===== src/sv/stable_priority_queue_macros.svh =====
// Assertion macros for the stable priority queue.
// Each expects clk and arst_n in scope.
`ifndef STABLE_PRIORITY_QUEUE_MACROS_SVH
`define STABLE_PRIORITY_QUEUE_MACROS_SVH

`ifndef ASSERT_OFF

// Same-cycle implication.
`define SPQ_ASSERT_IMP(label, ante, cons, msg) \
	label: assert property (@(posedge clk) disable iff (!arst_n) (ante) |-> (cons)) \
		else $error(msg);

// Next-cycle implication.
`define SPQ_ASSERT_NXT(label, ante, cons, msg) \
	label: assert property (@(posedge clk) disable iff (!arst_n) (ante) |=> (cons)) \
		else $error(msg);

`else

`define SPQ_ASSERT_IMP(label, ante, cons, msg)
`define SPQ_ASSERT_NXT(label, ante, cons, msg)

`endif

`endif


===== src/sv/spq_pkg.sv =====
`default_nettype none

package spq_pkg;

	localparam int TAG_W  = 16;
	localparam int PRIO_W = 64;

	localparam logic CMD_INSERT = 1'b0;
	localparam logic CMD_SERVE  = 1'b1;

	typedef enum logic [1:0] {
		ST_OK    = 2'd0,
		ST_EMPTY = 2'd1,
		ST_FULL  = 2'd2
	} spq_status_t;

	typedef struct packed {
		logic                     cmd;
		logic [TAG_W-1:0]         tag;
		logic signed [PRIO_W-1:0] priority_req;
	} spq_req_t;

	typedef struct packed {
		logic [TAG_W-1:0] served_tag;
		spq_status_t      status;
	} spq_rsp_t;

	// Broadcast to every cell of the chain.
	typedef struct packed {
		logic                     insert;
		logic                     serve;
		logic signed [PRIO_W-1:0] prio;
	} spq_ctl_t;

endpackage

`default_nettype wire


===== src/sv/spq_cell.sv =====
`default_nettype none

module spq_cell import spq_pkg::*; #(
	parameter int TW = 16
) (
	input  wire logic                     clk,
	input  wire logic                     arst_n,
	input  wire spq_ctl_t                 ctl,
	input  wire logic [TW-1:0]            new_tag,
	input  wire logic                     left_ge,
	input  wire logic                     left_vld,
	input  wire logic [TW-1:0]            left_tag,
	input  wire logic signed [PRIO_W-1:0] left_prio,
	input  wire logic                     right_vld,
	input  wire logic [TW-1:0]            right_tag,
	input  wire logic signed [PRIO_W-1:0] right_prio,
	output logic                          ent_vld,
	output logic [TW-1:0]                 ent_tag,
	output logic signed [PRIO_W-1:0]      ent_prio,
	output logic                          ge
);

	logic                     vld_q;
	logic [TW-1:0]            tag_q;
	logic signed [PRIO_W-1:0] prio_q;

	logic                     vld_d;
	logic [TW-1:0]            tag_d;
	logic signed [PRIO_W-1:0] prio_d;

	// Entry stays ahead of the newcomer on equal priority: FIFO among ties.
	assign ge = vld_q && (prio_q >= ctl.prio);

	always_comb begin
		vld_d  = vld_q;
		tag_d  = tag_q;
		prio_d = prio_q;
		if (ctl.serve) begin
			vld_d  = right_vld;
			tag_d  = right_tag;
			prio_d = right_prio;
		end else if (ctl.insert && !ge) begin
			if (left_ge) begin
				vld_d  = 1'b1;
				tag_d  = new_tag;
				prio_d = ctl.prio;
			end else begin
				vld_d  = left_vld;
				tag_d  = left_tag;
				prio_d = left_prio;
			end
		end
	end

	always_ff @(posedge clk or negedge arst_n) begin
		if (!arst_n) begin
			vld_q <= 1'b0;
		end else begin
			vld_q <= vld_d;
		end
	end

	always_ff @(posedge clk) begin
		tag_q  <= tag_d;
		prio_q <= prio_d;
	end

	assign ent_vld  = vld_q;
	assign ent_tag  = tag_q;
	assign ent_prio = prio_q;

endmodule

`default_nettype wire


===== src/sv/stable_priority_queue.sv =====
// Channel  Handshake             Payload    Carries
// req      req_valid/req_stall   spq_req_t  insert or serve request
// rsp      rsp_valid/rsp_stall   spq_rsp_t  served tag, or empty/full status
//
// One request per cycle while req_stall is low: the whole chain of cells updates together, the
// path being one 64-bit compare per cell plus the shift select.
// A result appears in rsp in the cycle after its request is taken.
// Reset clears the cell valid bits and the result valid flag; no clearing pass.
// req_stall is high only while a result waits in rsp and rsp_stall is high.
`default_nettype none

`include "stable_priority_queue_macros.svh"

module stable_priority_queue import spq_pkg::*; #(
	parameter int DEPTH    = 16,
	parameter int TAG_BITS = 16
) (
	input  wire logic     clk,
	input  wire logic     arst_n,
	input  wire logic     req_valid,
	output logic          req_stall,
	input  wire spq_req_t req,
	output logic          rsp_valid,
	input  wire logic     rsp_stall,
	output spq_rsp_t      rsp
);

	// Only the low tag bits that fit the field and TAG_BITS are kept.
	localparam int TW = (TAG_BITS < TAG_W) ? TAG_BITS : TAG_W;

	// Cell chain: entry 0 is the head, sorted by descending priority,
	// arrival order among ties.  Valid bits form a thermometer from the head.
	logic [DEPTH-1:0]         vld;
	logic [DEPTH-1:0]         ge;
	logic [TW-1:0]            tags  [DEPTH];
	logic signed [PRIO_W-1:0] prios [DEPTH];

	spq_ctl_t ctl;
	logic     accept;
	logic     empty;
	logic     full;
	logic     has_rsp;
	spq_rsp_t rsp_d;

	logic     rsp_valid_q;
	spq_rsp_t rsp_q;

	assign empty  = !vld[0];
	assign full   = vld[DEPTH-1];
	assign accept = req_valid && !req_stall;

	// A full insert is dropped; a serve on an empty queue leaves the chain alone.
	assign ctl.insert = accept && (req.cmd == CMD_INSERT) && !full;
	assign ctl.serve  = accept && (req.cmd == CMD_SERVE) && !empty;
	assign ctl.prio   = req.priority_req;

	// Result: every serve, and an insert bounced off a full queue.
	assign has_rsp = accept && ((req.cmd == CMD_SERVE) || full);

	always_comb begin
		rsp_d.served_tag = '0;
		rsp_d.status     = ST_OK;
		if (req.cmd == CMD_SERVE) begin
			if (empty) begin
				rsp_d.status = ST_EMPTY;
			end else begin
				rsp_d.served_tag = TAG_W'(tags[0]);
			end
		end else begin
			rsp_d.status = ST_FULL;
		end
	end

	genvar g;
	generate
		for (g = 0; g < DEPTH; g++) begin : g_cell
			logic                     l_ge;
			logic                     l_vld;
			logic [TW-1:0]            l_tag;
			logic signed [PRIO_W-1:0] l_prio;
			logic                     r_vld;
			logic [TW-1:0]            r_tag;
			logic signed [PRIO_W-1:0] r_prio;

			// Head sees a virtual entry ahead that always outranks the newcomer.
			if (g == 0) begin : g_head
				assign l_ge   = 1'b1;
				assign l_vld  = 1'b0;
				assign l_tag  = '0;
				assign l_prio = '0;
			end else begin : g_mid
				assign l_ge   = ge[g-1];
				assign l_vld  = vld[g-1];
				assign l_tag  = tags[g-1];
				assign l_prio = prios[g-1];
			end

			// Tail shifts in an empty slot on serve.
			if (g == DEPTH-1) begin : g_tail
				assign r_vld  = 1'b0;
				assign r_tag  = '0;
				assign r_prio = '0;
			end else begin : g_body
				assign r_vld  = vld[g+1];
				assign r_tag  = tags[g+1];
				assign r_prio = prios[g+1];
			end

			spq_cell #(
				.TW (TW)
			) u_cell (
				.clk        (clk),
				.arst_n     (arst_n),
				.ctl        (ctl),
				.new_tag    (req.tag[TW-1:0]),
				.left_ge    (l_ge),
				.left_vld   (l_vld),
				.left_tag   (l_tag),
				.left_prio  (l_prio),
				.right_vld  (r_vld),
				.right_tag  (r_tag),
				.right_prio (r_prio),
				.ent_vld    (vld[g]),
				.ent_tag    (tags[g]),
				.ent_prio   (prios[g]),
				.ge         (ge[g])
			);
		end
	endgenerate

	// Result register: takes a new result whenever the old one leaves or is absent.
	always_ff @(posedge clk or negedge arst_n) begin
		if (!arst_n) begin
			rsp_valid_q <= 1'b0;
		end else if (has_rsp) begin
			rsp_valid_q <= 1'b1;
		end else if (!rsp_stall) begin
			rsp_valid_q <= 1'b0;
		end
	end

	always_ff @(posedge clk) begin
		if (has_rsp) begin
			rsp_q <= rsp_d;
		end
	end

	assign req_stall = rsp_valid_q && rsp_stall;
	assign rsp_valid = rsp_valid_q;
	assign rsp       = rsp_q;

	// Checks on chain ordering and result generation.
	logic             thermo_ok;
	logic             ge_ok;
	logic [DEPTH-2:0] sorted_ok;

	assign thermo_ok = ((vld >> 1) & ~vld) == '0;
	// Entries at or above the request priority sit together at the head.
	assign ge_ok     = ((ge >> 1) & ~ge) == '0;

	generate
		for (g = 0; g < DEPTH-1; g++) begin : g_chk
			assign sorted_ok[g] = !vld[g+1] || (prios[g] >= prios[g+1]);
		end
	endgenerate

	`SPQ_ASSERT_IMP(a_thermo, 1'b1, thermo_ok, "valid bits not contiguous from head")
	`SPQ_ASSERT_IMP(a_ge_prefix, 1'b1, ge_ok, "outranking entries not at the head")
	`SPQ_ASSERT_IMP(a_sorted, 1'b1, &sorted_ok, "chain out of priority order")
	`SPQ_ASSERT_NXT(a_serve_ok, ctl.serve, rsp_valid && (rsp.status == ST_OK),
		"serve on non-empty queue gave no ok result")
	`SPQ_ASSERT_NXT(a_insert_ok, ctl.insert, vld[0], "queue empty after insert")
	`SPQ_ASSERT_NXT(a_full, accept && (req.cmd == CMD_INSERT) && full,
		rsp_valid && (rsp.status == ST_FULL), "full insert not reported")

endmodule

`default_nettype wire


===== config.mk =====
export PLATFORM = sky130hd
export DESIGN_NAME = stable_priority_queue
export DESIGN_NICKNAME = d
export VERILOG_FILES = /design/src/sv/spq_pkg.sv /design/src/sv/spq_cell.sv /design/src/sv/stable_priority_queue.sv
export VERILOG_INCLUDE_DIRS = /design/src /design/src/sv
export SDC_FILE = /design/constraint.sdc
export NUM_CORES = 2
export LEC_CHECK = 0
export BUFFER_PORTS_ARGS = -buffer_cell sky130_fd_sc_hd__buf_2
export CAP_MARGIN = 20
export CORE_UTILIZATION = 45
export DETAILED_ROUTE_END_ITERATION = 6
export GPL_TIMING_DRIVEN = 1
export PLACE_DENSITY = 0.63
export REMOVE_ABC_BUFFERS = 1
export SLEW_MARGIN = 20
export SYNTH_ARGS = -nofsm -noshare
export SYNTH_HDL_FRONTEND = slang
export SYNTH_SLANG_ARGS = --single-unit

===== constraint.sdc =====
create_clock -name clk -period 21.9 [get_ports clk]
set_clock_uncertainty 0.1 [all_clocks]
set_input_delay 2.19 -clock clk [delete_from_list [all_inputs] [get_ports clk]]
set_output_delay 2.19 -clock clk [all_outputs]
set_load 0.005 [all_outputs]

==> run summary <==
Clock latency on the worst-skew pair: 870 ps
DR WL/cell: 30.65 um
Post-synthesis sequential area ratio: 43.25%
Netlist Area Pre-Place: 0.08926 mm2
Final hold viol count: 0
Hold Path End: g_cell[14].u_cell.ent_prio[14]
Synth warn: 0
Largest stage delay on the critical path: 1030 ps
Syn-to-layout area delta: 8.991%
# DRC: 7
CTS buffer count: 161
Clk slew on worst S/H paths: 60 ps
Worst path slowest cell: nor4bb_2
CTS tree: done
First-pass GRT wire length: 499.5 mm
Largest net degree at the start of global routing: 208
Root buf cell: clkbuf_16
Hold depth: 2
Top-area cell type share of the netlist area: 40.98%
I/O Buffers: 104
Vias in the first global route: 71880
Final worst path period need: 8951 ps
CP bufs+invs: 3
Placer Congestion: 1.011
Critical Path RT: 22240 ps
Outcome: complete, but fails checks
Cell taking the most area after synthesis: edfxtp_1
Final Max Slew Viols: 0
Type of destination of the critical path: flop
Initial drt markers: 9174
Worst path top cell family by delay: simple AND/OR/NAND/NOR gates
Setup TNS: 0 ps
RSZ-0062 raised after global routing: false
Fmax: 0.1117 GHz
Post-synthesis cell type count: 92
# IOs: 105
Detail Route Antenna Nets: 0
WS Path Type: input port to flop
Hold_buf cts: 0
Crit path cell chain: buf_2, inv_1, ha_1, nand4_1, nor4bb_2, nand2_1, nor3_1, nand4_1, a31o_2, nand3_4, nand2_1, nand2_4, buf_4
Layout cells sized above 1: 8.248%
Rows: 163
Hpwl dp: 227.4 mm
Die Wd: 447.4 um
Final #Nets: 9576
Largest cells by area after synthesis: edfxtp_1, ha_1, mux2i_1, a21oi_1, nand2_1
Relative slew slack: 11.29%
CTS Buffer Depth: 3
Vias per cell: 6.631
Post-synth top cells: edfxtp_1, ha_1, a21oi_1, mux2i_1, nand2_1
Worst R2R Path Depth: 11
Maximum fanout along the worst path: 46
P_leak: 38.24 nW
Num Clock Sinks: 1315
Hold Path Origin: g_cell[15].u_cell.ent_prio[14]
DR vias: 75080
Die height: 447.4 um
Worst-Margin Slew: 1318 ps
Critical Path AT: 9290 ps
Initial antenna violation count: 27
Syn Inst Count: 8809
Max Cap Viol: 0
Final setup viols: 0
Final Cycle Share: 40.87%
Flop2flop setup slack: 14720 ps
GR Util All Layers: 33.95%
FF+latch count, synth: 1315
Grt total ovfl: 0
Post-Layout Inst Area: 0.09729 mm2
Routed wire length: 347.1 mm
CORE AREA: 0.1972 mm2
FFs w/ async S/R, synth: 1.293%
Count leader, synth: edfxtp_1
TritonRoute pass-1 iters: 7
Post-synth EDFFs: 1218
Hold Path Class: flop to flop
Maximum vdd ir drop: 0.0001722 V
Placed Area: 0.09160 mm2
Synthesized area per cell: 10.13 um2
Worst setup SP type: input port
Cell Pwr Density: 137.5 mW/mm2
Starting Density: 45.26%
Post-CTS Setup Inserts: 0
RR Startpoint: g_cell[4].u_cell.ent_prio[63]
H-tree depth: 4
Post-synth top flop: edfxtp_1
Die area: 0.2001 mm2
Worst flop-to-flop path endpoint: g_cell[4].u_cell.ent_prio[45]
CTS resizes: 0
Violated checks: design-rule violations
-- worst reg2reg max path: stages, from the launching register on --
cell,delay (ps)
edfxtp_1,420
ha_1,600
nand4_1,250
nor4bb_2,1030
nand2_1,190
nor3_1,960
nand4_1,300
a31o_2,370
nand3_4,600
nand2_1,220
nand2_4,640
buf_4,930
-- worst max-delay path by stage --
stage,startpoint,endpoint,slack (ps),depth (start not counted)
detailed placement,req[63],g_cell[8].u_cell.ent_prio[44],12740,14
floorplan,req[80],g_cell[1].u_cell.ent_prio[0],-44100,4
global route,req[46],g_cell[4].u_cell.ent_prio[44],13310,13
finish,req[63],g_cell[4].u_cell.ent_prio[45],12950,13
global placement,req[63],g_cell[8].u_cell.ent_prio[44],12310,14
CTS,req[63],g_cell[8].u_cell.ent_prio[44],13600,14
-- cell families after synthesis --
| group | after synthesis | synth area share, % |
|---|---|---|
| compound gates | 2429 | 17.13 |
| simple gates | 2368 | 12.26 |
| fa+ha+maj | 960 | 13.46 |
| xor+xnor | 2 | 0.01963 |
| flops | 1315 | 43.25 |
| mux | 849 | 9.542 |
| buf+inv | 886 | 4.341 |
-- report_power, final --
part,internal (mW),switching (mW),total [mW],leakage (nW)
Combinational,2.00,3.72,5.72,23.3
Sequential,4.02,0.763,4.78,12.3
Clock,1.66,1.22,2.88,2.72
Total,7.67,5.70,13.4,38.2
-- area by class of cell --
class                      instances  area (um2)
clock inverter                    90        1220
tap                             2640        3303
multi-input combinational       6608       47250
clock buffer                     211        4357
fill                           17920       99930
timing repair buffer             249        1768
antenna                           15       37.54
inverter                         196       738.2
sequential                      1315       38610
-- sequential cells by signal (all words and copies together) (netlist names) --
| name | cells |
|---|---|
| rsp_valid | 1 |
| g_cell.u_cell.ent_prio | 1024 |
| g_cell.u_cell.ent_tag | 256 |
| g_cell.u_cell.ent_vld | 16 |
| rsp | 18 |
-- per-layer routing --
metal / track usage (%) / up-vias / routed length [um]
met1: 44.30 / 36970 / 138200
met2: 52.71 / 4105 / 154900
met5: 0 / - / 123
met4: 17.63 / 20 / 19490
met3: 7.408 / 941 / 34400
li1: - / 33040 / -
-- metrics by stage --
stage | power (mW) | utilization [%] | setup WS (ps) | instances | hold slack (ps)
final | 13.37 | 49.33 | 12950 | 11320 | 432.9
after global placement | 10.18 | 46.41 | 12310 | 11000 | 411.9
after CTS | 13.22 | 49.27 | 13600 | 11310 | 435.9
after global routing | 13.88 | 49.32 | 13310 | 11320 | 458.4
after detailed placement | 10.34 | 46.45 | 12740 | 11000 | 422.0
after floorplan | 9.450 | - | -44100 | 8119 | 392.2
-- cells in the final DEF (no fill, tap or decap), types with 105 or more instances in the layout --
master	netlist	routed
nand2_1	830	820
inv_1	195	195
o211ai_1	120	120
a21oi_1	935	935
ha_1	960	960
o21ai_0	525	514
buf_2	73	105
nand4_1	197	197
edfxtp_1	1218	1218
nor2_1	638	636
o21ai_1	169	168
nand3_1	129	126
clkbuf_16	0	161
buf_4	48	129
mux2i_1	845	845
nor3_1	274	272
Power figures use the tool's default switching activity.
